### config.mk
export PLATFORM = sky130hd
export DESIGN_NAME = ctg_weight
export DESIGN_NICKNAME = d
export VERILOG_FILES = /design/src/assert_macros.svh /design/src/ctg_pkg.sv /design/src/ctg_weight.sv
export SDC_FILE = /design/constraint.sdc
export NUM_CORES = 2
export LEC_CHECK = 0
export CORE_MARGIN = 3
export CORE_UTILIZATION = 32
export DETAILED_ROUTE_END_ITERATION = 8
export DONT_BUFFER_PORTS = 1
export HOLD_SLACK_MARGIN = 0.15
export PLACE_DENSITY_LB_ADDON = 0.1
export SYNTH_ARGS = -nofsm -noshare
export SYNTH_HDL_FRONTEND = slang
export SYNTH_SLANG_ARGS = --single-unit
export TNS_END_PERCENT = 30
### constraint.sdc
create_clock -name i_clk -period 7.6 [get_ports i_clk]
set_clock_uncertainty 0.2 [all_clocks]
set_input_delay 0.38 -clock i_clk [delete_from_list [all_inputs] [get_ports i_clk]]
set_output_delay 0.38 -clock i_clk [all_outputs]
set_load 0.01 [all_outputs]
### src/assert_macros.svh
// ----------------------------------------------------------------------------
// assert_macros.svh
// Assertion helpers shared by the RTL; define ASSERT_OFF to compile them out.
// ----------------------------------------------------------------------------
`ifndef ASSERT_MACROS_SVH
`define ASSERT_MACROS_SVH
`ifndef ASSERT_OFF
// same-cycle implication
`define ASSERT_IMPLIES(lbl, clk, rst_n, ante, cons) \
    lbl: assert property (@(posedge clk) disable iff (!(rst_n)) (ante) |-> (cons)) \
        else $error("same-cycle check failed");
// next-cycle implication
`define ASSERT_NEXT(lbl, clk, rst_n, ante, cons) \
    lbl: assert property (@(posedge clk) disable iff (!(rst_n)) (ante) |=> (cons)) \
        else $error("next-cycle check failed");
`else
`define ASSERT_IMPLIES(lbl, clk, rst_n, ante, cons)
`define ASSERT_NEXT(lbl, clk, rst_n, ante, cons)
`endif
`endif

### src/ctg_pkg.sv
// ----------------------------------------------------------------------------
// ctg_pkg
// Shared constants, codes and types of the cubic trajectory generator.
// ----------------------------------------------------------------------------
package ctg_pkg;

    // default sizes
    localparam int DEF_POS_WIDTH   = 32;
    localparam int DEF_COUNT_WIDTH = 16;

    // fixed-point formats: u is Q0.16, blend weight h is 0..1.0 in 17 bits
    localparam int FRAC_W = 16;
    localparam int H_W    = FRAC_W + 1;

    // input word kinds
    localparam int KIND_W = 2;
    localparam logic [KIND_W-1:0] KIND_POSE = 2'd0;
    localparam logic [KIND_W-1:0] KIND_MOVE = 2'd1;
    localparam logic [KIND_W-1:0] KIND_TICK = 2'd2;

    // result word kinds
    localparam logic RES_ACK = 1'b0;
    localparam logic RES_SET = 1'b1;

    // divider result
    typedef struct packed {
        logic              done;
        logic [FRAC_W-1:0] quot;
    } t_div_out;

    // blend weight result
    typedef struct packed {
        logic           valid;
        logic [H_W-1:0] h;
    } t_wgt_out;

endpackage

### src/ctg_weight.sv
// ----------------------------------------------------------------------------
// ctg_weight
// Blend weight h = round((3u^2*2^16 - 2u^3) / 2^32), 0..65536.
// Three stages: u^2, u^3, combine and round.
// ----------------------------------------------------------------------------
module ctg_weight (
    input  logic              i_clk,
    input  logic              i_rst_n,
    input  ctg_pkg::t_div_out i_div,
    output ctg_pkg::t_wgt_out o_wgt
);
    import ctg_pkg::*;

    localparam int U2_W = 2 * FRAC_W;
    localparam int U3_W = 3 * FRAC_W;
    localparam int S_W  = 3 * FRAC_W + 3;

    logic [2:0]        r_v;
    logic [FRAC_W-1:0] r_u1;
    logic [U2_W-1:0]   r_u2;
    logic [U2_W-1:0]   r_u2d;
    logic [U3_W-1:0]   r_u3;
    logic [H_W-1:0]    r_h;

    logic [S_W-1:0]    a;
    logic [S_W-1:0]    sum;

    // 3*u^2*2^16 - 2*u^3 + 2^31, never negative for u < 1
    always_comb begin
        a   = S_W'({r_u2d, {FRAC_W{1'b0}}});
        sum = (a << 1) + a - (S_W'(r_u3) << 1) + (S_W'(1) << (U2_W - 1));
    end

    always_ff @(posedge i_clk) begin
        if (!i_rst_n) begin
            r_v <= '0;
        end else begin
            r_v <= {r_v[1:0], i_div.done};
        end
        r_u1  <= i_div.quot;
        r_u2  <= U2_W'(i_div.quot) * U2_W'(i_div.quot);
        r_u3  <= U3_W'(r_u2) * U3_W'(r_u1);
        r_u2d <= r_u2;
        r_h   <= sum[U2_W +: H_W];
    end

    assign o_wgt.valid = r_v[2];
    assign o_wgt.h     = r_h;

endmodule

* Yosys cells after proc, flatten, opt, wreduce, memory -nomap -nowiden
Index checks and enable logic that the tools add are counted.
** Storage, ports and cells
- Output and inout bits :: 18
- Memories kept :: 0
- Logic and storage cells :: 11
- Memory bits (writable) :: 0
- Input port bits :: 19
- ROM bits :: 0
- Bits in registers :: 148
- Latch bits :: 0
** Operators by class
- Shift-type cells :: 0
- Divide/modulo/power cells :: 0
- Equal/unequal tests :: 0
- Bitwise gates (word level) :: 0
- Add/sub/neg operators :: 3
- Multiplexer cells :: 0
- Reduce and logical (&&, ||, !) cells :: 0
- Order comparisons :: 0
- Multiply operators :: 2
** Operators by type and width (number)
- adder 49 x 32 -> 49 bit (second input constant) :: 1
- adder 49 x 48 -> 49 bit :: 1
- subtractor 49 bit :: 1
- multiplier 32 x 16 -> 48 bit :: 1
- multiplier 16 x 16 -> 32 bit :: 1

* Longest topological paths before layout
- Depth in word-level cells :: 3
- Gate-level depth with buffers :: 25
- Gate-level depth less buffers :: 24

* Worst setup path after synthesis
OpenSTA, ideal clock, no wires.
- Path type :: in2reg
- From :: input port i_div[3] (netlist name)
- To :: register r_u2[30]
- Stages :: 23
- Arrival time :: 5.963 ns
- Data required time :: 7.328 ns
- Path buffers :: 1
- Slack :: 1.365 ns
- Setup time :: 0.072 ns
- Cells stage by stage :: clkbuf_1 > nand2_1 > fa_1 > inv_1 > fa_1 > inv_1 > fa_1 > inv_1 > fa_1 > inv_1 > fa_1 > inv_1 > fa_1 > ha_1 > and3_1 > o31a_1 > o41ai_1 > a21oi_1 > or3_1 > o211ai_2 > o21bai_1 > a31oi_1 > xnor2_1
** On the way
- Word-level cells in the longest chain between the ends :: 1
** Ends and longest elaborated chain
- start: declaration :: RTL line ctg_weight.sv:9 : input ctg_pkg::t_div_out i_div,
- multiplier 16 x 16 -> 32 bit :: RTL line ctg_weight.sv:41 : r_u2 <= U2_W'(i_div.quot) * U2_W'(i_div.quot);
- end signal: assignment :: RTL line ctg_weight.sv:41
- end: declaration :: RTL line ctg_weight.sv:20 : logic [U2_W-1:0] r_u2;
Every way passes these cells.
A chain may end at the register's enable or synchronous reset.

* Worst setup path in the final report
- From :: register r_u1[5]
- To :: register r_u3[45]
** On the way
- Word-level cells in the longest chain between the ends :: 1
** Ends and longest elaborated chain
- start: declaration :: RTL line ctg_weight.sv:19 : logic [FRAC_W-1:0] r_u1;
- start signal: assignment :: RTL line ctg_weight.sv:40 : r_u1 <= i_div.quot;
- multiplier 32 x 16 -> 48 bit :: RTL line ctg_weight.sv:42 : r_u3 <= U3_W'(r_u2) * U3_W'(r_u1);
- end signal: assignment :: RTL line ctg_weight.sv:42
- end: declaration :: RTL line ctg_weight.sv:22 : logic [U3_W-1:0] r_u3;
Every way passes these cells.

==> summary.txt <==
Outcome
  • Status: completed

Synth
  • Post-synth top area share: 42.0%
  • Simple-gate share of the synthesized area: 14.4%
  • Mux contribution to synthesized area: 0.0739%
  • Yosys reg bits: 144
  • Instance count of the mapped netlist: 3145
  • Leading post-synthesis cells by cell area: fa_1, ha_1, inv_1
  • Post-Synth XOR/XNOR Area: 2.98%
  • Cell type with the highest aggregate area in the netlist: fa_1
  • Post-synth EDFFs: 0
  • Synth Area per Inst: 9.15 sq um
  • Number of warning messages in the yosys log: 0
  • Sequential fraction of the synthesis area: 10.0%
  • Fraction of the mapped netlist area in compound gates: 6.38%
  • Synth Flop Type: dfxtp_1
  • Dominant combinational cell family by area after synthesis: adder cells
  • Post-synthesis cell area: 28800 sq um
  • Share of synthesized flip-flops with an asynchronous set or reset: 0%
  • Adder-cell share of the synthesized area: 54.5%
  • Number of distinct standard cells referenced by the synthesized netlist: 73

Route
  • Number of detailed-routing iterations run before antenna repair: 4
  • Wire length per cell: 17.5 um
  • Post-route ant nets: 0
  • Detailed-routed wire length on met3: 2.15 mm
  • Final WL: 75.5 mm
  • Vias per std cell: 4.60
  • Via count: 19841
  • Detail Route met2 WL: 35.1 mm
  • Number of DRC violations after detailed-routing iteration 0: 800
  • Uppermost layer routed: met4
  • Met1 layer wirelength in the final routing: 37.2 mm
  • Number of remaining DRC errors: 0

Setup path
  • Reg2reg setup slack: 520 ps
  • Number of cells on the worst reg-to-reg path: 23
  • Slowest-stage cell, CP: dfxtp_1
  • Kind of capture point of the worst setup path: flop
  • Crit path top cell by count: fa_1
  • Startpoint of the lowest-slack register-to-register path: r_u1[5]
  • Startpoint type of the worst setup path: flop
  • Classification of the worst setup path: flop to flop
  • Largest stage delay on the critical path: 740 ps
  • Number of buffers and inverters on the critical path: 6
  • Top cell family by delay on the critical path: adder cells
  • Critical Path Fanout Max: 18
  • Required time reported for the critical path endpoint: 7760 ps
  • CP cell instances: buf_4, nand2_1, fa_1, inv_1, fa_1, inv_1, fa_1, inv_1, fa_1, fa_1, inv_1, fa_1, inv_1, ha_1, a21oi_1, o21bai_1, a21o_1, a21o_1, a311oi_1, nand3_1, a311oi_1, o21bai_1, xor2_1
  • Arrival time of data at the critical path endpoint: 7240 ps
  • Worst reg2reg endpoint: r_u3[45]

CTS
  • CTS Root Cell: clkbuf_16
  • Number of post-CTS setup repair buffers: 0
  • H-tree levels: 4
  • Number of clock buffers inserted by TritonCTS: 17
  • Clock tree from TritonCTS: done
  • CTS sink count: 144
  • Source-to-sink clock delay at the later pin of the worst-skew pair: 480 ps
  • CTS clock-pin slew for the worst setup and hold paths: 60 ps
  • Number of buffers between clock root and the deepest sink: 2

Floorplan
  • Height of the die: 306 um
  • Core Box Area: 88800 sq um
  • Floorplan die width: 306 um
  • Number of standard-cell rows in the floorplan: 109
  • Initial Util: 32.4%
  • Number of placed I/O pins: 37
  • Full die area: 93600 sq um

Timing
  • Fin worst setup slack: 521 ps
  • Total count of hold-check failures in the final report: 0
  • Share of the clock period used by the worst path: 93.1%
  • Number of max-slew violations in the final report: 0
  • Max Freq: 0.141 GHz
  • Slew headroom: 31.4%
  • Final hold slack: 230 ps
  • Total negative slack for setup checks: 0 ps
  • Min Clock Period, post-route: 7080 ps
  • Number of endpoints failing setup at the final stage: 0
  • RSZ-0062 raised after global routing: no
  • Measured slew at the worst slew-check pin: 1030 ps

Min path
  • Worst hold path endpoint: r_v[1]
  • Worst Hold Launch: r_v[0]
  • Number of cells traversed by the worst hold path: 1
  • Path class of the lowest-slack min-delay path: flop to flop

Global routing
  • Number of global-route vias before repair: 22598
  • GRT Util Overall: 17.0%
  • Remaining Overflow, GRT: 0
  • Largest net degree at the start of global routing: 32
  • Initial antenna violation count: 2
  • Wire length of the first global-routing pass: 125 mm

Placement
  • Worst setup slack after placement: 526 ps
  • Routability Congestion: 0.845
  • DP Wirelength: 62.8 mm
  • Number of buffers added on ports: 0

Finish
  • Layout overhead on the synthesized area: 7.61%
  • Final #Nets: 4041
  • Leading cell type in the layout, fill and taps excluded: inv_1
  • Most frequent cells in the layout: inv_1, fa_1, nand2_1
  • Post-layout utilization of the core: 34.9%
  • Fraction of final layout cells with drive strength greater than 1: 3.78%

Job
  • Max-capacitance violation count: 0
[cell type report]
type	instances	area, sq um
diodes	2	5.00
clock buffers	18	439
clock inverters	14	121
fillers	9195	57800
inverters	779	2920
multi-input cells	2119	22600
flip-flops and latches	144	2880
well taps	1165	1460
repair buffers	70	571
[sequential cells by signal (all words and copies together) (netlist names)]
name	cells
r_h	17
r_u1	15
r_u2	31
r_u2d	30
r_u3	48
r_v	3
[Yosys cell counts, types with 4 or more instances]
master and number:
nand4_1 14, o21ai_0 26, dfxtp_1 144, a21oi_1 83
nand2_1 385, a211oi_1 11, nor2_1 90, o21bai_1 13
xor2_1 29, nor2b_1 11, or3_1 4, nand2b_1 13
inv_1 779, o21a_1 12, o21ai_1 15, or2_2 7
and2_1 273, fa_1 604, nor3_1 12, and3_1 17
ha_1 287, nand3_1 21, a21o_1 37, clkbuf_1 106
a31oi_1 11, xnor2_1 69
[kinds of logic after synthesis]
group                    count (synthesis)
adder cells (fa/ha/maj)                891
buffers and inverters                  888
AND/OR/NAND/NOR                        857
AO/OA/AOI/OAI                          263
flip-flops                             144
XOR/XNOR                                98
other                                    2
multiplexers                             2
[worst max path at each step]
stage	start	endpoint	cells past startpoint
2_1_floorplan	i_div[3]	r_u2[30]	23
3_3_place_gp	r_u1[5]	r_u3[45]	23
3_5_place_dp	r_u1[10]	r_u3[38]	20
4_1_cts	r_u1[10]	r_u3[38]	20
5_1_grt	r_u1[2]	r_u3[38]	20
6_report	r_u1[5]	r_u3[45]	23
[what timing repair did]
item | CTS | global route
endpoints found under the setup margin | 0 | 2
gates resized for setup | 0 | 1
endpoints found under the hold margin | 22 | 0
hold buffers | 18 | 0
[layer usage]
metal,GRT usage [%],vias to the layer above
met3,1.92,50
met2,28.5,298
met5,0,-
met1,23.9,10185
met4,3.29,0
li1,-,9308
[through the flow]
stage / std cells / cell area [sq um]
floorplan: 3151 / 28800
detailed placement: 4259 / 30200
global placement: 4259 / 30200
global route: 4309 / 31000
finish: 4311 / 31000
CTS: 4309 / 31000
Power is left out: the tool's default activity adds up to more than one toggle a clock period on the data nets, which glitch-free logic cannot reach.
