$ cat src/assert_macros.svh
// ----------------------------------------------------------------------------
// assert_macros.svh
// Assertion helpers shared by the RTL; define ASSERT_OFF to compile them out.
// ----------------------------------------------------------------------------
`ifndef ASSERT_MACROS_SVH
`define ASSERT_MACROS_SVH
`ifndef ASSERT_OFF
// same-cycle implication
`define ASSERT_IMPLIES(lbl, clk, rst_n, ante, cons) \
    lbl: assert property (@(posedge clk) disable iff (!(rst_n)) (ante) |-> (cons)) \
        else $error("same-cycle check failed");
// next-cycle implication
`define ASSERT_NEXT(lbl, clk, rst_n, ante, cons) \
    lbl: assert property (@(posedge clk) disable iff (!(rst_n)) (ante) |=> (cons)) \
        else $error("next-cycle check failed");
`else
`define ASSERT_IMPLIES(lbl, clk, rst_n, ante, cons)
`define ASSERT_NEXT(lbl, clk, rst_n, ante, cons)
`endif
`endif

$ cat src/ctg_pkg.sv
// ----------------------------------------------------------------------------
// ctg_pkg
// Shared constants, codes and types of the cubic trajectory generator.
// ----------------------------------------------------------------------------
package ctg_pkg;

    // default sizes
    localparam int DEF_POS_WIDTH   = 32;
    localparam int DEF_COUNT_WIDTH = 16;

    // fixed-point formats: u is Q0.16, blend weight h is 0..1.0 in 17 bits
    localparam int FRAC_W = 16;
    localparam int H_W    = FRAC_W + 1;

    // input word kinds
    localparam int KIND_W = 2;
    localparam logic [KIND_W-1:0] KIND_POSE = 2'd0;
    localparam logic [KIND_W-1:0] KIND_MOVE = 2'd1;
    localparam logic [KIND_W-1:0] KIND_TICK = 2'd2;

    // result word kinds
    localparam logic RES_ACK = 1'b0;
    localparam logic RES_SET = 1'b1;

    // divider result
    typedef struct packed {
        logic              done;
        logic [FRAC_W-1:0] quot;
    } t_div_out;

    // blend weight result
    typedef struct packed {
        logic           valid;
        logic [H_W-1:0] h;
    } t_wgt_out;

endpackage

$ cat src/ctg_lane.sv
// ----------------------------------------------------------------------------
// ctg_lane
// One axis: p = s + (f - s) * h, step formed on the magnitude and rounded
// half away from zero. Three stages.
// ----------------------------------------------------------------------------
module ctg_lane #(
    parameter int POS_WIDTH = ctg_pkg::DEF_POS_WIDTH
) (
    input  logic                        i_clk,
    input  logic                        i_rst_n,
    input  ctg_pkg::t_wgt_out           i_wgt,
    input  logic signed [POS_WIDTH-1:0] i_s,
    input  logic signed [POS_WIDTH-1:0] i_f,
    output logic                        o_valid,
    output logic signed [POS_WIDTH-1:0] o_pos
);
    import ctg_pkg::*;

    localparam int MAG_W = POS_WIDTH + 1;
    localparam int HI_W  = MAG_W - FRAC_W;
    localparam int PH_W  = HI_W + H_W;
    localparam int PL_W  = FRAC_W + H_W;
    localparam int Q_W   = PH_W + 1;

    logic [2:0]                  r_v;
    logic                        r_neg1;
    logic                        r_neg2;
    logic [MAG_W-1:0]            r_mag;
    logic [H_W-1:0]              r_h1;
    logic signed [POS_WIDTH-1:0] r_s1;
    logic signed [POS_WIDTH-1:0] r_s2;
    logic [PH_W-1:0]             r_ph;
    logic [PL_W-1:0]             r_pl;
    logic signed [POS_WIDTH-1:0] r_pos;

    logic signed [MAG_W-1:0]     d;
    logic [MAG_W-1:0]            n_mag;
    logic [PL_W:0]               rnd;
    logic [Q_W-1:0]              q;
    logic signed [POS_WIDTH-1:0] step;
    logic signed [POS_WIDTH-1:0] n_pos;

    // difference and its magnitude
    always_comb begin
        d     = MAG_W'(i_f) - MAG_W'(i_s);
        n_mag = d[MAG_W-1] ? MAG_W'(-d) : MAG_W'(d);
    end

    // high product plus rounded low product; step never exceeds |f - s|
    always_comb begin
        rnd   = (PL_W + 1)'(r_pl) + ((PL_W + 1)'(1) << (FRAC_W - 1));
        q     = Q_W'(r_ph) + Q_W'(rnd[PL_W:FRAC_W]);
        step  = $signed(q[POS_WIDTH-1:0]);
        n_pos = r_neg2 ? r_s2 - step : r_s2 + step;
    end

    always_ff @(posedge i_clk) begin
        if (!i_rst_n) begin
            r_v <= '0;
        end else begin
            r_v <= {r_v[1:0], i_wgt.valid};
        end
        r_neg1 <= d[MAG_W-1];
        r_mag  <= n_mag;
        r_h1   <= i_wgt.h;
        r_s1   <= i_s;
        r_ph   <= PH_W'(r_mag[MAG_W-1:FRAC_W]) * PH_W'(r_h1);
        r_pl   <= PL_W'(r_mag[FRAC_W-1:0]) * PL_W'(r_h1);
        r_neg2 <= r_neg1;
        r_s2   <= r_s1;
        r_pos  <= n_pos;
    end

    assign o_valid = r_v[2];
    assign o_pos   = r_pos;

endmodule

$ cat config.mk
export PLATFORM = sky130hd
export DESIGN_NAME = ctg_lane
export DESIGN_NICKNAME = d
export VERILOG_FILES = /design/src/assert_macros.svh /design/src/ctg_pkg.sv /design/src/ctg_lane.sv
export SDC_FILE = /design/constraint.sdc
export NUM_CORES = 2
export LEC_CHECK = 0
export ABC_AREA = 1
export BUFFER_PORTS_ARGS = -buffer_cell sky130_fd_sc_hd__buf_2
export CAP_MARGIN = 10
export CORE_ASPECT_RATIO = 0.75
export CORE_MARGIN = 8
export CORE_UTILIZATION = 29
export DETAILED_ROUTE_END_ITERATION = 12
export PLACE_DENSITY_LB_ADDON = 0.15
export SLEW_MARGIN = 10
export SYNTH_ARGS = -nofsm -noshare
export SYNTH_HDL_FRONTEND = slang
export SYNTH_SLANG_ARGS = --single-unit
$ cat constraint.sdc
create_clock -name i_clk -period 8 [get_ports i_clk]
set_clock_uncertainty 0.05 [all_clocks]
set_input_delay 0.4 -clock i_clk [delete_from_list [all_inputs] [get_ports i_clk]]
set_output_delay 0.4 -clock i_clk [all_outputs]
set_load 0.1 [all_outputs]
Yosys cells after proc, flatten, opt, wreduce, memory -nomap -nowiden
Index checks and enable logic that the tools add are counted.
{"block": "totals", "regBits": 216, "latch_bits": 0, "ramBits": 0, "romBits": 0, "input_bits": 84, "output_inout_bits": 33, "wordCells": 21, "memories": 0}
{"block": "classes", "addsub": 6, "n_mul": 2, "div": 0, "magnitude_cmp": 0, "n_eq_ne": 0, "shifts": 0, "muxes": 2, "bitwise_logic": 0, "n_reduce_logical": 0}
{"operator": "two-way mux 32 bit", "n": 2}
{"operator": "adder 33 x 16 -> 34 bit, second input constant", "n": 1}
{"operator": "multiplier 16 x 17 -> 33 bit", "n": 1}
{"operator": "negation 33 bit", "n": 1}
{"operator": "subtractor 32 x 32 -> 33 bit", "n": 1}
{"operator": "adder 32 x 18 -> 32 bit", "n": 1}
{"operator": "adder 32 bit", "n": 1}
{"operator": "multiplier 17 x 17 -> 32 bit", "n": 1}
{"operator": "subtractor 32 bit", "n": 1}

Depth between registers and ports, before layout
{"block": "depth", "word_depth": 4, "depth_mapped": 43, "ltp_nobuf": 43}

Worst setup path before layout
Ideal clock, no wire load.
{"block": "synth_timing", "path_type": "flip-flop to flip-flop", "startpoint": "reg r_h1[2]", "endpoint": "reg r_ph[29]", "setup_time_ps": 125, "arrival_ps": 5441, "t_required_ps": 7825, "setup_slack_ps": 2384, "path_stages_with_launch": 25, "path_buffers": 2, "cell_sequence": "dfxtp_1 -> clkbuf_1 -> clkbuf_1 -> nand2_1 -> fa_1 -> inv_1 -> fa_1 -> inv_1 -> fa_1 -> inv_1 -> fa_1 -> inv_1 -> fa_1 -> inv_1 -> fa_1 -> ha_1 -> nand2_1 -> inv_1 -> nand3_1 -> nor3_1 -> nand2_1 -> o211ai_1 -> a21o_1 -> a31oi_1 -> xor2_1"}
{"block": "synth_between", "elab_chain_cells": 1}
{"item": "start: declaration", "line": "ctg_lane.sv:29", "source": "logic [H_W-1:0] r_h1;"}
{"item": "start signal: assignment", "line": "ctg_lane.sv:65", "source": "r_h1 <= i_wgt.h;"}
{"item": "multiplier 17 x 17 -> 32 bit", "line": "ctg_lane.sv:67", "source": "r_ph <= PH_W'(r_mag[MAG_W-1:FRAC_W]) * PH_W'(r_h1);"}
{"item": "end signal: assignment", "line": "ctg_lane.sv:67"}
{"item": "end: declaration", "line": "ctg_lane.sv:32", "source": "logic [PH_W-1:0] r_ph;"}
Every way passes these cells.
A chain may end at the register's enable or synchronous reset.

Worst setup path after layout
Ends and elaborated chain as after synthesis.

==> results by group <==
STA
  – Setup TNS: 0 ns
  – Slew Viols, Final: 0
  – Fmax: ~150 MHz
  – Final setup viols: 0
  – Slew @ Worst Pin: 1.09 ns
  – Final worst path period share: 0.814
  – Rel. slew slack: 0.272
  – Unrepaired setup endpoints after global routing: false
  – Hold Vio Cnt, Final: 0
  – Minimum clock period: between 6 and 7 ns

Worst setup path
  – Crit path required time: 8.41 ns
  – Worst R2R Path Depth: 22
  – CP Depth: 22
  – WS Path Type: flip-flop to flip-flop
  – Max FO, Critical Path: 18
  – Worst path cell trace: nand2_1 -> fa_1 -> inv_1 -> fa_1 -> inv_1 -> fa_1 -> inv_1 -> fa_1 -> inv_1 -> fa_1 -> inv_1 -> fa_1 -> ha_1 -> nand2_1 -> inv_1 -> nand3_1 -> nor3_1 -> nand2_1 -> o211ai_1 -> a21o_1 -> a31oi_1 -> xor2_1
  – Top cell family by delay on the critical path: adder cells
  – Crit path largest cell delay: between 1 and 1.5 ns
  – Crit path launch type: flip-flop
  – Setup crit end kind: flip-flop
  – WP buf/inv: 6
  – Worst path arrival time: 6.92 ns
  – CP startpoint: r_h1[2]
  – Reg-to-Reg End: r_ph[29]
  – FF-to-FF Start: r_h1[2]
  – Setup slack, reg-to-reg: 1.49 ns
  – CP endpoint: r_ph[29]
  – Crit-path slowest cell: dfxtp_1

Final layout
  – Final nets: between 5000 and 6000
  – Commonest non-fill, non-tap cells in the layout: nand2_1, inv_1, fa_1, ha_1, nor2_1
  – Register Area: 4020 um2
  – Area growth from synthesis to layout: 11.5%
  – Area of the multi-input gates: 22600 um2
  – Layout cells sized above 1: 0.0669
  – Most common cell after layout, fill and taps aside: nand2_1
  – # diodes: 0
  – # fillers: approximately 12000
  – Finished Core Util: 0.324

GRT
  – GR Util met2: 0.237
  – Met3 Resource Use GR: 0.0204
  – First-pass GRT wire length: 155000 um
  – Most Crowded Layer GR: met1
  – Number of global-route vias before repair: 25900
  – M1 GR Usage: 0.267
  – GRT Residual Overflow: 0
  – Initial antenna violation count: 1
  – Gr usage total: 0.166
  – Largest net degree at the start of global routing: 34

Placed design
  – Gpl congestion: about 0.90
  – Hpwl dp: 84400 um
  – Port bufs: 116

Logic synthesis
  – Post-Synthesis Cells: 4343
  – Warnings from Yosys: 0
  – Largest family of logic cells by synthesized area: adder cells
  – Async SR Flop Fraction: 0
  – Xor/xnor cell area share of the yosys netlist: 0.0436
  – Synth Area in Simple Gates: 0.243
  – Post-synth EDFFs: 0
  – Most used flip-flop cell after synthesis: dfxtp_1
  – Mux cell area share after synthesis: 0
  – Unique masters post-synth: 53
  – Compound-Gate Fraction of Synth Area: 0.0464
  – Synthesized net count: 5143
  – Syn Area/Cell: 7.16 um2
  – Post-Synth Adder-Cell Area: 0.393
  – Synth Register Bits: 201
  – Sequential share of the synthesized area: 0.129
  – Cell area after synthesis: 31100 um2

Clock network
  – Worst-skew pair later-pin latency: 0.60 ns
  – Clk pin slew, worst setup/hold paths: roughly 0.060 ns
  – CTS Sinks: 201
  – Clock Path Buffers: 3
  – CTS buffer count: 26
  – Root Buffer: clkbuf_16
  – # resized after CTS: 0
  – CTS tree: done
  – H-tree lvl count: 1

Detailed routing
  – Via count: around 26000
  – Pre-Repair DR Iteration Count: 5
  – WL/cell: 17.0 um
  – Via/cell ratio: around 4.4
  – Drt total wl: 100000 um
  – Final ANT Viol Nets: 0
  – Starting DRT DRC Count: 1609
  – Residual DRC: 0

Worst hold path
  – Min-delay worst type: primary input to flip-flop
  – Hold Crit Start: i_f[0]

Status
  – Outcome: complete, no violations

Floorplan
  – Initial Util: 0.291
  – Die Y: between 200 and 300 um
  – DIE AREA: 118000 um2
  – Top Ports: 117
  – Core area: 107000 um2
  – Num rows: 104
  – Chip width: 394 um

Job
  – Max-cap check violation count: 0
## through the flow
stage	hold WS [ns]	worst slack [ns]	cells	instance area, um2
floorplan	0.260	2.38	4343	31100
global placement	0.260	1.49	5784	33200
detailed placement	0.262	1.47	5784	33200
CTS	0.162	1.48	5883	34700
global route	0.199	1.11	5883	34700
finish	0.190	1.49	5883	34700
## tightest hold or removal path, stage by stage
cell,delay (ns)
buf_2,0.10
inv_1,0.04
ha_1,0.18
inv_1,0.05
## registers in the layout, summed over array words and instances, names as in the netlist
register and flops:
r_mag 33, o_pos 32, r_ph 32, r_s1 32, r_s2 32, r_pl 18, r_h1 17, r_v 3
r_neg1 1, r_neg2 1
## cell usage after synthesis, drive strengths merged (4+ instances only)
cell / number / share of area
a31oi: 6 / 0.0012
inv: 1054 / 0.13
a21oi: 137 / 0.023
ha: 283 / 0.11
a21o: 4 / 0.00097
a221oi: 4 / 0.0011
fa: 433 / 0.28
nand3b: 7 / 0.0017
clkbuf: 133 / 0.016
nor4: 9 / 0.0018
xnor2: 46 / 0.013
buf: 5 / 0.0011
o21bai: 9 / 0.0022
nand2: 1300 / 0.16
o21a: 8 / 0.0019
o21ai: 75 / 0.012
nor2: 240 / 0.033
nand3: 167 / 0.028
nand4: 57 / 0.011
dfxtp: 201 / 0.13
xor2: 107 / 0.030
nor3: 32 / 0.0055
and2: 5 / 0.0010
## routing by layer
metal  wire, um  up-vias
met1      54400    12400
met5          0        -
met4       1430        0
met2      39200      532
li1           -    13000
met3       5050       69
## layout make-up
type	instances	share of cell area
multi-input combinational	2949	0.651
sequential	201	0.116
inverter	1055	0.114
tap	1431	0.0517
timing repair buffer	200	0.0387
clock buffer	32	0.0209
clock inverter	15	0.00697
## logic make-up (layout without fill, tap and decap cells)
family                   Yosys count  count (layout)
XOR/XNOR                         153             153
adder cells (fa/ha/maj)          716             716
AND/OR/NAND/NOR                 1821            1821
flip-flops                       201             201
buffers and inverters           1193            1302
AO/OA/AOI/OAI                    259             259
## worst min-delay path by stage
| stage | cells past startpoint | end | slack (ns) |
|---|---|---|---|
| finish | 4 | r_mag[0] | 0.19 |
| global route | 4 | r_mag[0] | 0.20 |
| CTS | 4 | r_mag[0] | 0.16 |
| detailed placement | 0 | r_neg2 | 0.26 |
| global placement | 0 | r_s2[19] | 0.26 |
| floorplan | 0 | r_neg2 | 0.26 |
## timing repair
item | in CTS | in global routing
setup buffers | 0 | 0
setup endpoints to repair | 0 | 0
endpoints found under the hold margin | 52 | 0
hold buffers | 52 | 0
Power is not shown: default switching activity piles up to over one toggle a cycle in this logic, so the estimate is an artifact.
