File: src/assert_macros.svh
// ----------------------------------------------------------------------------
// assert_macros.svh
// Assertion helpers shared by the RTL; define ASSERT_OFF to compile them out.
// ----------------------------------------------------------------------------
`ifndef ASSERT_MACROS_SVH
`define ASSERT_MACROS_SVH
`ifndef ASSERT_OFF
// same-cycle implication
`define ASSERT_IMPLIES(lbl, clk, rst_n, ante, cons) \
    lbl: assert property (@(posedge clk) disable iff (!(rst_n)) (ante) |-> (cons)) \
        else $error("same-cycle check failed");
// next-cycle implication
`define ASSERT_NEXT(lbl, clk, rst_n, ante, cons) \
    lbl: assert property (@(posedge clk) disable iff (!(rst_n)) (ante) |=> (cons)) \
        else $error("next-cycle check failed");
`else
`define ASSERT_IMPLIES(lbl, clk, rst_n, ante, cons)
`define ASSERT_NEXT(lbl, clk, rst_n, ante, cons)
`endif
`endif

File: src/ctg_pkg.sv
// ----------------------------------------------------------------------------
// ctg_pkg
// Shared constants, codes and types of the cubic trajectory generator.
// ----------------------------------------------------------------------------
package ctg_pkg;

    // default sizes
    localparam int DEF_POS_WIDTH   = 32;
    localparam int DEF_COUNT_WIDTH = 16;

    // fixed-point formats: u is Q0.16, blend weight h is 0..1.0 in 17 bits
    localparam int FRAC_W = 16;
    localparam int H_W    = FRAC_W + 1;

    // input word kinds
    localparam int KIND_W = 2;
    localparam logic [KIND_W-1:0] KIND_POSE = 2'd0;
    localparam logic [KIND_W-1:0] KIND_MOVE = 2'd1;
    localparam logic [KIND_W-1:0] KIND_TICK = 2'd2;

    // result word kinds
    localparam logic RES_ACK = 1'b0;
    localparam logic RES_SET = 1'b1;

    // divider result
    typedef struct packed {
        logic              done;
        logic [FRAC_W-1:0] quot;
    } t_div_out;

    // blend weight result
    typedef struct packed {
        logic           valid;
        logic [H_W-1:0] h;
    } t_wgt_out;

endpackage

File: src/ctg_div.sv
// ----------------------------------------------------------------------------
// ctg_div
// Restoring divider for the path phase u = floor(k * 2^16 / N), k < N.
// One quotient bit per cycle.
// ----------------------------------------------------------------------------
module ctg_div #(
    parameter int COUNT_WIDTH = ctg_pkg::DEF_COUNT_WIDTH
) (
    input  logic                   i_clk,
    input  logic                   i_rst_n,
    input  logic                   i_start,
    input  logic [COUNT_WIDTH-1:0] i_k,
    input  logic [COUNT_WIDTH-1:0] i_n,
    output ctg_pkg::t_div_out      o_div
);
    import ctg_pkg::*;

    localparam int CNT_W = $clog2(FRAC_W + 1);

    logic                   r_busy;
    logic                   r_done;
    logic [CNT_W-1:0]       r_cnt;
    logic [COUNT_WIDTH-1:0] r_rem;
    logic [COUNT_WIDTH-1:0] r_n;
    logic [FRAC_W-1:0]      r_q;

    logic [COUNT_WIDTH:0]   shifted;
    logic                   ge;
    logic [COUNT_WIDTH-1:0] n_rem;

    // one trial subtraction; remainder stays below N
    always_comb begin
        shifted = {r_rem, 1'b0};
        ge      = shifted >= {1'b0, r_n};
        n_rem   = ge ? COUNT_WIDTH'(shifted - {1'b0, r_n}) : shifted[COUNT_WIDTH-1:0];
    end

    always_ff @(posedge i_clk) begin
        if (!i_rst_n) begin
            r_busy <= 1'b0;
            r_done <= 1'b0;
            r_cnt  <= '0;
        end else begin
            r_done <= 1'b0;
            if (i_start) begin
                r_busy <= 1'b1;
                r_cnt  <= CNT_W'(FRAC_W);
                r_rem  <= i_k;
                r_n    <= i_n;
            end else if (r_busy) begin
                r_rem <= n_rem;
                r_q   <= {r_q[FRAC_W-2:0], ge};
                r_cnt <= r_cnt - 1'b1;
                if (r_cnt == CNT_W'(1)) begin
                    r_busy <= 1'b0;
                    r_done <= 1'b1;
                end
            end
        end
    end

    assign o_div.done = r_done;
    assign o_div.quot = r_q;

endmodule

File: config.mk
export PLATFORM = sky130hd
export DESIGN_NAME = ctg_div
export DESIGN_NICKNAME = d
export VERILOG_FILES = /design/src/assert_macros.svh /design/src/ctg_pkg.sv /design/src/ctg_div.sv
export SDC_FILE = /design/constraint.sdc
export NUM_CORES = 1
export LEC_CHECK = 0
export ABC_CLOCK_PERIOD_IN_PS = 5150
export BUFFER_PORTS_ARGS = -buffer_cell sky130_fd_sc_hd__buf_4
export CAP_MARGIN = 40
export CORE_ASPECT_RATIO = 1.75
export CORE_MARGIN = 2
export CORE_UTILIZATION = 60
export CTS_CLUSTER_SIZE = 24
export DETAILED_ROUTE_END_ITERATION = 6
export MAX_ROUTING_LAYER = met4
export PLACE_DENSITY = 0.94
export RECOVER_POWER = 50
export SLEW_MARGIN = 20
export SYNTH_ARGS = -nofsm -noshare
export SYNTH_HDL_FRONTEND = slang
export SYNTH_SLANG_ARGS = --single-unit
File: constraint.sdc
create_clock -name i_clk -period 5.15 [get_ports i_clk]
set_input_delay 0.7725 -clock i_clk [delete_from_list [all_inputs] [get_ports i_clk]]
set_output_delay 0.7725 -clock i_clk [all_outputs]
set_load 0.01 [all_outputs]
# Yosys cells after proc, flatten, opt, wreduce, memory -nomap -nowiden
# Index checks and enable logic that the tools add are counted.
# classes
addsub	2
n_lt_le_gt_ge	1
eq_ne	1
muxes	9
bitwise_logic	3
reduce_logical	6
# ops
cell	n
two-way mux 16 bit	3
greater-or-equal comparator 17 x 16 -> 1 bit	1
subtractor 16 bit	1
two-way mux 5 bit	2
== test 5 x 1 -> 1 bit (second input constant)	1
subtractor 5 x 1 -> 5 bit (second input constant)	1
two-way mux 1 bit	4
AND reduction 2 bit	2
inverter 1 bit	3
AND reduction 3 bit	1
OR reduction 3 bit	1
nonzero test 2 bit	1
OR reduction 2 bit	1
# word_totals
register_bits	55
input_bits	35
output_inout_bits	17
word_cells	29

# Depth between registers and ports, before layout
# Gate-level depths: netlist (run 1).
# depth
ltp_word	4
mapped_depth	11
depth_no_buf	10

# Worst setup path after synthesis (run 1)
# Ideal clock, no wire load.
# synth_path
kind	register -> register
from	reg r_rem[0]
to	reg r_rem[11] (data pin)
setup_ns	0.260
t_arrival_ns	2.086
required_ns	4.890
path_slack_ns	2.804
path_stages_with_launch	10
path_buffers	0
synth_period_minus_slack_ns	2.346
path_cell_list	edfxtp_1 > ha_1 > ha_1 > o31ai_1 > a21oi_1 > o21ai_1 > o211a_2 > inv_2 > mux2_1 > mux2_2
# synth_via
elab_chain_len	4
word_cells_on_any_way	5
classes_between	1 x add/sub; 1 x order compare; 3 x mux
# synth_rtl
item	line	rtl
start, declared	ctg_div.sv:23	logic [COUNT_WIDTH-1:0] r_rem;
start signal, assigned	ctg_div.sv:48	r_rem <= i_k;
start signal, assigned	ctg_div.sv:51	r_rem <= n_rem;
greater-or-equal comparator 17 x 16 -> 1 bit	ctg_div.sv:34	ge = shifted >= {1'b0, r_n};
net ge	ctg_div.sv:28	logic ge;
two-way mux 16 bit	ctg_div.sv:35	n_rem = ge ? COUNT_WIDTH'(shifted - {1'b0, r_n}) : shifted[COUNT_WIDTH-1:0];
two-way mux 16 bit	ctg_div.sv:50	end else if (r_busy) begin
two-way mux 16 bit	ctg_div.sv:45	if (i_start) begin
# The timed path passes the listed nets, and every way through them passes these cells. The select of a mux whose other input is x is not followed.
# A chain may end at the register's enable or synchronous reset.

# Final worst setup path (run 1)
# Ends and elaborated chain as after synthesis.

==> run_results.csv, run 1 <==
group,metric,value,unit
drt,drt_pre_antenna_iters,4,
pwr,finalPower,1.11,mW
placement,dp_hpwl,4.57,mm
global_route,antenna_found_initial,0,
pwr,p_leak,1.38,nW
cells_and_area,multiInputGateArea,1240,µm²
cells_and_area,n_antenna_cell,0,
outcome,violations,"max-capacitance violations, max-slew violations",
cells_and_area,regArea,1580,µm²
pwr,powerDensity,323,nW/µm²
synthesis,synth-seq-area-share,53.3,%
die,pin_count,52,
sta,setup_violations,0,
drt,wl_per_cell,17.9,µm
clocking,postCtsSetupRepairBufs,0,
cells_and_area,fin_nets,355,
placement,place_congestion,0.829,
die,die_y,97,µm
clocking,cts_sinks,55,
global_route,track_usage,24.3,%
drt,post_drt_via_cell_ratio,6.09,
sta,final.setup.worst_slack,2.04,ns
placement,port_buffers,51,
setup_path,cp_max_fo,20,
outcome,outcome,"finished, violations left",
synthesis,synth-edff-count,48,
global_route,grt_pass1_vias,2214,
drt,first_iter_violations,64,
drt,antenna_left,0,
sta,rsz0062_at_grt,"false",
clocking,cts_buffer_depth,2,
die,die_w,57.1,µm
global_route,overflow,0,
clocking,clk_latency,0.32,ns
pwr,ir_drop,0.259,mV
synthesis,yosysUniqueCellTypes,50,
drt,route.detailed.drc,0,
clocking,post_cts_resized,0,
clocking,cts_buffers,5,
synthesis,ys.flop_type,"edfxtp_1",
sta,slew_headroom,-14.9,%
die,start_util,63.0,%
synthesis,postSynthCellCount,251,
sta,worst_slew_pin_slew,1.72,ns
clocking,cts_htree_levels,2,
sta,finalSetupTns,0,ns
sta,fmax,0.322,GHz
cells_and_area,fillCellCount,342,
setup_path,critical_path_class,"register to register",
die,fp-row-count,33,
drt,routed-via-count,2155,
placement,postPlaceCellArea,3350,µm²
die,dieArea,5540,µm²
sta,timing.hold.ws,0.465,ns
synthesis,synth-async-reset-ratio,0,%
synthesis,syn_nets,305,
synthesis,syn_area,2970,µm²
synthesis,ys_seq_elements,55,
sta,slew_viol_final,45,
global_route,grt_max_degree,45,
synthesis,syn_avg_cell_area,11.8,µm²
placement,place_ws,2.19,ns
clocking,tritoncts,"yes",
sta,fin_crit_sh,60.3,%
sta,finalHoldViolCount,0,
clocking,hold_buffers,0,
setup_path,end_kind,"register",
cells_and_area,syn_to_final_growth,15.5,%
setup_path,crit_required,5.24,ns
sta,clock_skew,0.0127,ns
setup_path,cp.arrival,3.19,ns
cells_and_area,final_area,3420,µm²
sta,finalCriticalPeriod,3.11,ns
job,drv_cap,1,
die,core_area,4710,µm²
clocking,clk_pin_slew,0.11,ns
global_route,grt_pass1_wl,10.1,mm
synthesis,ys_warn_count,0,
drt,wl,6.34,mm
clocking,clockRootBuffer,"clkbuf_8",
setup_path,start_kind,"register",
cells_and_area,drive_gt1_share,17.5,%
hold_path,hold_class,"register to register",
cells in the mapped netlist, types with 4 or more instances:
cell      number  area share, %
edfxtp_1      48             49
inv_1         20            2.5
ha_1          18            7.6
nand2_1       17            2.2
a21oi_1       13            2.2
xnor2_1       10            3.0
nor2_1         8            1.0
o21ai_0        8            1.4
dfxtp_1        7            4.7
a21o_1         6            1.5
nand3b_1       6            1.5
nor2b_1        6            1.3
nor3_1         6            1.0
o311ai_1       6            1.8
xor2_1         6            1.8
mux2i_1        5            1.7
nand2b_1       5            1.1
o21ai_1        5           0.84
a211oi_1       4            1.0
a221o_1        4            1.4
clkbuf_1       4           0.51
registers in the layout, indices dropped and copies added, names as in the netlist:
register,cells
r_busy,1
r_cnt,5
r_done,1
r_n,16
r_q,16
r_rem,16
power breakdown:
part	internal, mW	leakage, nW	switching [mW]
sequential	0.521	0.507	0.0155
combinational	0.121	0.809	0.145
clock	0.150	0.0607	0.153
cells in the final DEF, fill, tap and decap left out, drive strengths merged, types with 5 or more instances in the layout:
| cell | n |
|---|---|
| edfxtp | 48 |
| clkbuf | 38 |
| inv | 23 |
| buf | 20 |
| ha | 18 |
| nand2 | 17 |
| a21oi | 14 |
| o21ai | 13 |
| xnor2 | 10 |
| nor2 | 8 |
| dfxtp | 7 |
| nor2b | 6 |
| a21o | 6 |
| nor3 | 6 |
| xor2 | 6 |
| nand3b | 6 |
| o311ai | 6 |
| nand2b | 5 |
| mux2i | 5 |
final timing paths:
check | startpoint | endpoint | slack, ns | cells after the start
setup / recovery | r_rem[0] | r_rem[11] | 2.04 | 9
hold reg to reg | r_q[2] | r_q[3] | 0.47 | 0
hold / removal | r_q[2] | r_q[3] | 0.47 | 0
setup reg to reg | r_rem[0] | r_rem[11] | 2.04 | 9
area by class of cell:
type	count	share of cell area [%]
well taps	52	1.90
inverters	21	2.30
clock buffers	5	2.01
clock inverters	3	1.46
flip-flops and latches	55	46.2
multi-input cells	165	36.2
repair buffers	53	9.97
stage by stage:
stage          instances  utilization (%)
2_1_floorplan        251                -
3_3_place_gp         345             71.3
3_5_place_dp         345             71.3
4_1_cts              353             73.8
5_1_grt              354             72.8
6_report             354             72.8
layer usage:
| layer | vias up | share of wire, % | wire length, µm | global-route usage, % |
|---|---|---|---|---|
| li1 | 1023 | - | - | - |
| met1 | 1026 | 36 | 2300 | 26.6 |
| met2 | 85 | 55 | 3480 | 42.1 |
| met3 | 21 | 4.9 | 309 | 3.61 |
| met4 | 0 | 4.0 | 256 | 11.4 |
| met5 | - | 0 | 0 | - |
logic make-up after synthesis:
family / synth area share (%)
AND/OR/NAND/NOR: 11.8
AO/OA/AOI/OAI: 14.2
flip-flops: 53.3
buffers and inverters: 4.89
adder cells (fa/ha/maj): 8.27
XOR/XNOR: 4.73
multiplexers: 2.83
critical path, stage by stage, from the launching register on:
cell	delay, ns
edfxtp_1	0.43
ha_1	0.33
ha_1	0.19
o31ai_1	0.36
a21oi_1	0.12
o21ai_1	0.13
o211a_2	0.51
inv_2	0.19
mux2_1	0.34
mux2_2	0.26
Power figures use the tool's default switching activity.
==> inputs of run 2 (changes only) <==
--- a/config.mk
+++ b/config.mk
@@ -5,16 +5,16 @@
 export SDC_FILE = /design/constraint.sdc
 export NUM_CORES = 1
 export LEC_CHECK = 0
-export ABC_CLOCK_PERIOD_IN_PS = 5150
+export ABC_CLOCK_PERIOD_IN_PS = 3000
 export BUFFER_PORTS_ARGS = -buffer_cell sky130_fd_sc_hd__buf_4
 export CAP_MARGIN = 40
 export CORE_ASPECT_RATIO = 1.75
 export CORE_MARGIN = 2
-export CORE_UTILIZATION = 60
+export CORE_UTILIZATION = 56
 export CTS_CLUSTER_SIZE = 24
 export DETAILED_ROUTE_END_ITERATION = 6
 export MAX_ROUTING_LAYER = met4
-export PLACE_DENSITY = 0.94
+export PLACE_DENSITY = 0.89
 export RECOVER_POWER = 50
 export SLEW_MARGIN = 20
 export SYNTH_ARGS = -nofsm -noshare
==> constraint.sdc (replaced) <==
create_clock -name i_clk -period 3 [get_ports i_clk]
set_input_delay 0.45 -clock i_clk [delete_from_list [all_inputs] [get_ports i_clk]]
set_output_delay 0.45 -clock i_clk [all_outputs]
set_load 0.01 [all_outputs]
==> run_results.csv, run 2 (synthesized netlist as in run 1, its figures left out) <==
group,metric,value,unit
job,drv_cap,1,
setup_path,rr_endpoint,"r_rem[15]",
setup_path,cp_max_fo,19,
global_route,grt_max_degree,45,
sta,clock_skew,0.0185,ns
cells_and_area,final_common_cell,"edfxtp_1",
cells_and_area,final_cell_mix,"48 x edfxtp_1, 20 x inv_1, 19 x clkbuf_1, 18 x ha_1, 18 x buf_4",
outcome,violations,"max-capacitance violations, max-slew violations",
pwr,combPwrFrac,25.0,%
setup_path,critPathTopFamily,"compound AO/OA/AOI/OAI gates",
placement,placed_cells_incl_taps,349,
pwr,ir_drop,0.359,mV
die,core_area,5170,µm²
clocking,cts_sinks,55,
setup_path,cp_slowest_cell,"edfxtp_1",
cells_and_area,n_antenna_cell,0,
sta,worst_slew_pin_slew,1.69,ns
sta,finalHoldViolCount,0,
hold_path,hold-path-endpoint,"r_n[10]",
placement,port_buffers,51,
global_route,grt_pass1_vias,2117,
drt,routed-via-count,2076,
pwr,power_frac_clock,24.1,%
drt,route.detailed.drc,0,
setup_path,reg2regPathDepth,10,
sta,setup_violations,0,
pwr,p_leak,1.37,nW
sta,slew_viol_final,45,
setup_path,startpoint,"r_n[1]",
setup_path,start_kind,"register",
setup_path,crit_top_cell,"ha_1",
cells_and_area,final_cells,358,
sta,rsz0062_at_grt,"false",
drt,post_drt_via_cell_ratio,5.80,
placement,dp_hpwl,4.38,mm
cells_and_area,drive_gt1_share,17.2,%
pwr,swShare,29.2,%
sta,fin_crit_sh,86.3,%
sta,finalSetupTns,0,ns
sta,timing.hold.ws,0.319,ns
hold_path,min_from,"i_n[10]",
setup_path,critical_path_buf_inv_count,2,
sta,fmax,0.386,GHz
setup_path,end_kind,"register",
die,dieArea,5920,µm²
clocking,hold_buffers,0,
drt,wl_per_cell,16.3,µm
clocking,tritoncts,"yes",
global_route,grt_pass1_wl,9.56,mm
setup_path,cp.arrival,2.66,ns
pwr,powerDensity,530,nW/µm²
sta,slew_headroom,-12.8,%
clocking,cts_buffer_depth,2,
global_route,overflow,0,
sta,finalCriticalPeriod,2.59,ns
clocking,clk_pin_slew,0.11,ns
pwr,finalPower,1.81,mW
die,die_w,59.0,µm
die,start_util,57.4,%
clocking,clockRootBuffer,"clkbuf_8",
die,pin_count,52,
pwr,p_int,1.28,mW
drt,wl,5.83,mm
global_route,antenna_found_initial,0,
cells_and_area,fillCellCount,413,
clocking,postCtsSetupRepairBufs,0,
pwr,p_seq_share,50.9,%
cells_and_area,syn_to_final_growth,15.1,%
cells_and_area,reg_top3,"r_n: 16 flops, r_q: 16 flops, r_rem: 16 flops",
clocking,post_cts_resized,0,
setup_path,critPathMaxStageDelay,0.42,ns
placement,place_congestion,0.803,
cells_and_area,fin_nets,356,
drt,first_iter_violations,64,
setup_path,worstPathCellList,"inv_1 -> ha_1 -> ha_1 -> o31ai_1 -> a21oi_1 -> o21ai_1 -> o211a_2 -> buf_4 -> nor2_1 -> a221o_1",
setup_path,critical_path_class,"register to register",
die,die_y,100,µm
die,fp-row-count,35,
setup_path,crit_required,3.07,ns
clocking,clk_latency,0.32,ns
outcome,outcome,"finished, violations left",
global_route,track_usage,22.1,%
hold_path,hold_class,"input pin to register",
pwr,p_sw,0.528,mW
clocking,cts_htree_levels,2,
drt,antenna_left,0,
hold_path,hold_path_depth,1,
clocking,cts_buffers,5,
setup_path,r2r_slack,0.41,ns
drt,drt_pre_antenna_iters,4,
setup_path,timing.rr.start,"r_n[1]",
[run 2: how the worst max path moves through the flow]
| stage | end | cells after the start |
|---|---|---|
| global route | r_rem[15] | 9 |
| CTS | r_rem[11] | 10 |
| floorplan | r_rem[11] | 9 |
| detailed placement | r_rem[11] | 10 |
| global placement | r_rem[15] | 8 |
| finish | r_rem[15] | 10 |
[run 2: worst register-to-register path, delay by kind of cell (launching register included)]
family	cells	cell delay, ns
AO/OA/AOI/OAI	5	1.07
adder cells (fa/ha/maj)	2	0.42
flip-flops	1	0.42
buffers and inverters	2	0.32
AND/OR/NAND/NOR	1	0.12
[run 2: final cells by class]
type | count | area, µm² | share of cell area [%]
Sequential cell | 55 | 1580 | 46.4
Multi-Input combinational cell | 165 | 1240 | 36.3
Timing Repair Buffer | 54 | 342 | 10.0
Inverter | 21 | 78.8 | 2.31
Clock buffer | 5 | 68.8 | 2.02
Tap cell | 55 | 68.8 | 2.02
Clock inverter | 3 | 33.8 | 0.990
[run 2: layer usage]
metal	vias up	GRT usage, %	wire, µm
met5	-	-	0
met4	0	9.09	157
met3	14	4.25	181
met2	41	38.9	3370
met1	991	23.5	2130
li1	1030	-	-
[run 2: per-stage QoR]
| stage | setup slack [ns] | area (µm²) | util, % |
|---|---|---|---|
| floorplan | 0.654 | 2970 | - |
| global placement | 0.480 | 3370 | 65.1 |
| detailed placement | 0.460 | 3370 | 65.1 |
| CTS | 0.442 | 3470 | 67.1 |
| global route | 0.253 | 3410 | 66.0 |
| finish | 0.411 | 3410 | 66.0 |
[run 2: power by group through the flow]
| stage | Sequential (mW) | Combinational, mW | Clock [mW] |
|---|---|---|---|
| after global routing | 0.925 | 0.500 | 0.478 |
| after detailed placement | 0.937 | 0.450 | 0 |
| after floorplan | 0.929 | 0.344 | 0 |
| final | 0.919 | 0.452 | 0.436 |
| after CTS | 0.919 | 0.453 | 0.448 |
| after global placement | 0.934 | 0.436 | 0 |
==> inputs of run 3 (changes only) <==
--- a/config.mk
+++ b/config.mk
@@ -9,10 +9,10 @@
 export BUFFER_PORTS_ARGS = -buffer_cell sky130_fd_sc_hd__buf_4
 export CAP_MARGIN = 40
 export CORE_ASPECT_RATIO = 1.75
-export CORE_MARGIN = 2
 export CORE_UTILIZATION = 56
 export CTS_CLUSTER_SIZE = 24
 export DETAILED_ROUTE_END_ITERATION = 6
+export GPL_TIMING_DRIVEN = 0
 export MAX_ROUTING_LAYER = met4
 export PLACE_DENSITY = 0.89
 export RECOVER_POWER = 50
==> run_results.csv, run 3 (synthesized netlist as in run 1, its figures left out) <==
group,metric,value,unit
drt,drt_pre_antenna_iters,6,
cells_and_area,final_util,69.0,%
cells_and_area,final_area,3460,µm²
cells_and_area,fillCellCount,409,
setup_path,critical_path_class,"register to register",
cells_and_area,n_antenna_cell,0,
die,start_util,59.1,%
pwr,combPwrFrac,26.2,%
drt,wl_per_cell,17.1,µm
setup_path,start_kind,"register",
placement,place_ws,0.444,ns
drt,wl,6.23,mm
sta,rsz0062_at_grt,"false",
die,die_y,98.3,µm
clocking,cts_buffers,5,
drt,routed-via-count,2145,
global_route,grt_pass1_vias,2180,
pwr,powerDensity,523,nW/µm²
sta,setup_violations,0,
pwr,power_frac_clock,23.1,%
sta,fin_crit_sh,85.7,%
cells_and_area,drive_gt1_share,19.0,%
sta,slew_viol_final,0,
die,fp-row-count,34,
sta,timing.hold.ws,0.327,ns
pwr,p_int,1.28,mW
placement,placed_cells_incl_taps,355,
pwr,swShare,29.3,%
clocking,hold_buffers,0,
die,core_area,5020,µm²
drt,first_iter_violations,100,
clocking,cts_htree_levels,2,
drt,route.detailed.drc,2,
clocking,clk_latency,0.32,ns
clocking,postCtsSetupRepairBufs,0,
drt,post_drt_via_cell_ratio,5.88,
setup_path,worstPathCellList,"ha_1 -> nor2b_1 -> o31a_1 -> o31a_1 -> o41ai_1 -> xnor2_1 -> mux2i_1 -> o21ai_1",
drt,antenna_left,0,
global_route,track_usage,23.7,%
cells_and_area,reg_top3,"r_n: 16 flops, r_q: 16 flops, r_rem: 16 flops",
setup_path,crit_required,3.06,ns
sta,slew_headroom,48.5,%
sta,finalCriticalPeriod,2.57,ns
cells_and_area,regArea,1580,µm²
cells_and_area,final_cells,365,
sta,clock_skew,0.0116,ns
sta,fmax,0.389,GHz
outcome,violations,"design-rule violations",
pwr,p_leak,1.40,nW
clocking,clk_pin_slew,0.11,ns
hold_path,hold_class,"input pin to register",
clocking,post_cts_resized,0,
die,die_w,57.0,µm
placement,postPlaceCellArea,3410,µm²
clocking,cts_buffer_depth,2,
cells_and_area,final_cell_mix,"48 x edfxtp_1, 21 x clkbuf_1, 20 x inv_1, 18 x ha_1, 18 x buf_4",
pwr,p_seq_share,50.7,%
global_route,antenna_found_initial,0,
die,pin_count,52,
setup_path,cp_slowest_cell,"o41ai_1",
setup_path,cp_max_fo,4,
pwr,p_sw,0.531,mW
outcome,outcome,"finished, violations left",
global_route,grt_max_degree,19,
global_route,grt_pass1_wl,9.76,mm
sta,finalHoldViolCount,0,
die,dieArea,5600,µm²
sta,finalSetupTns,0,ns
cells_and_area,final_common_cell,"edfxtp_1",
clocking,tritoncts,"yes",
global_route,overflow,0,
placement,dp_hpwl,4.59,mm
placement,port_buffers,50,
cells_and_area,fin_nets,364,
cells_and_area,multiInputGateArea,1240,µm²
setup_path,crit_top_cell,"o31a_1",
setup_path,cp.arrival,2.63,ns
clocking,cts_sinks,55,
sta,final.setup.worst_slack,0.428,ns
clocking,clockRootBuffer,"clkbuf_8",
setup_path,end_kind,"register",
job,drv_cap,0,
cells_and_area,syn_to_final_growth,16.8,%
placement,place_congestion,0.855,
pwr,finalPower,1.81,mW
setup_path,critPathMaxStageDelay,0.44,ns
pwr,ir_drop,0.408,mV
sta,worst_slew_pin_slew,0.772,ns
-- run 3: cell count changes in the layout (fill, tap and decap cells not counted) --
cell and delta:
clkbuf_1 +2, buf_6 +4, clkbuf_2 +1, buf_2 +1, nor2_1 -1, clkinv_8 -1
nor2_2 +1, clkinv_2 +1
-- run 3: per-layer routing --
metal	vias to the layer above	part of all wire [%]	global-route usage [%]
met5	-	0	-
met4	0	1.8	10.5
met3	8	3.8	3.31
met2	62	56	42.4
met1	1035	39	25.4
li1	1040	-	-
-- run 3: power groups by stage --
stage	clock [mW]	sequential (mW)	combinational [mW]
after global placement	0	0.932	0.451
after detailed placement	0	0.935	0.469
after CTS	0.418	0.918	0.472
after global routing	0.441	0.923	0.519
final	0.419	0.917	0.474
after floorplan	0	0.929	0.344
-- run 3: layout make-up --
class | count | share of cell area (%)
Inverter | 21 | 2.28
Multi-Input combinational cell | 165 | 35.8
Tap cell | 54 | 1.95
Clock inverter | 3 | 0.650
Buffer | 10 | 1.91
Sequential cell | 55 | 45.6
Clock buffer | 5 | 1.99
Timing Repair Buffer | 52 | 9.75
-- run 3: worst paths after layout --
path	startpoint	end	slack [ns]	cells after the start
min	i_n[10]	r_n[10]	0.33	1
min reg2reg	r_q[1]	r_q[2]	0.46	0
max	r_rem[1]	r_rem[12]	0.43	8
max reg2reg	r_rem[1]	r_rem[12]	0.43	8
-- run 3: worst max-delay path: cells and delay by family, from the launching register on --
kind | cells | cell delay, ns
AO/OA/AOI/OAI | 4 | 1.10
XOR/XNOR | 1 | 0.12
adder cells (fa/ha/maj) | 1 | 0.36
flip-flops | 1 | 0.42
multiplexers | 1 | 0.16
AND/OR/NAND/NOR | 1 | 0.17
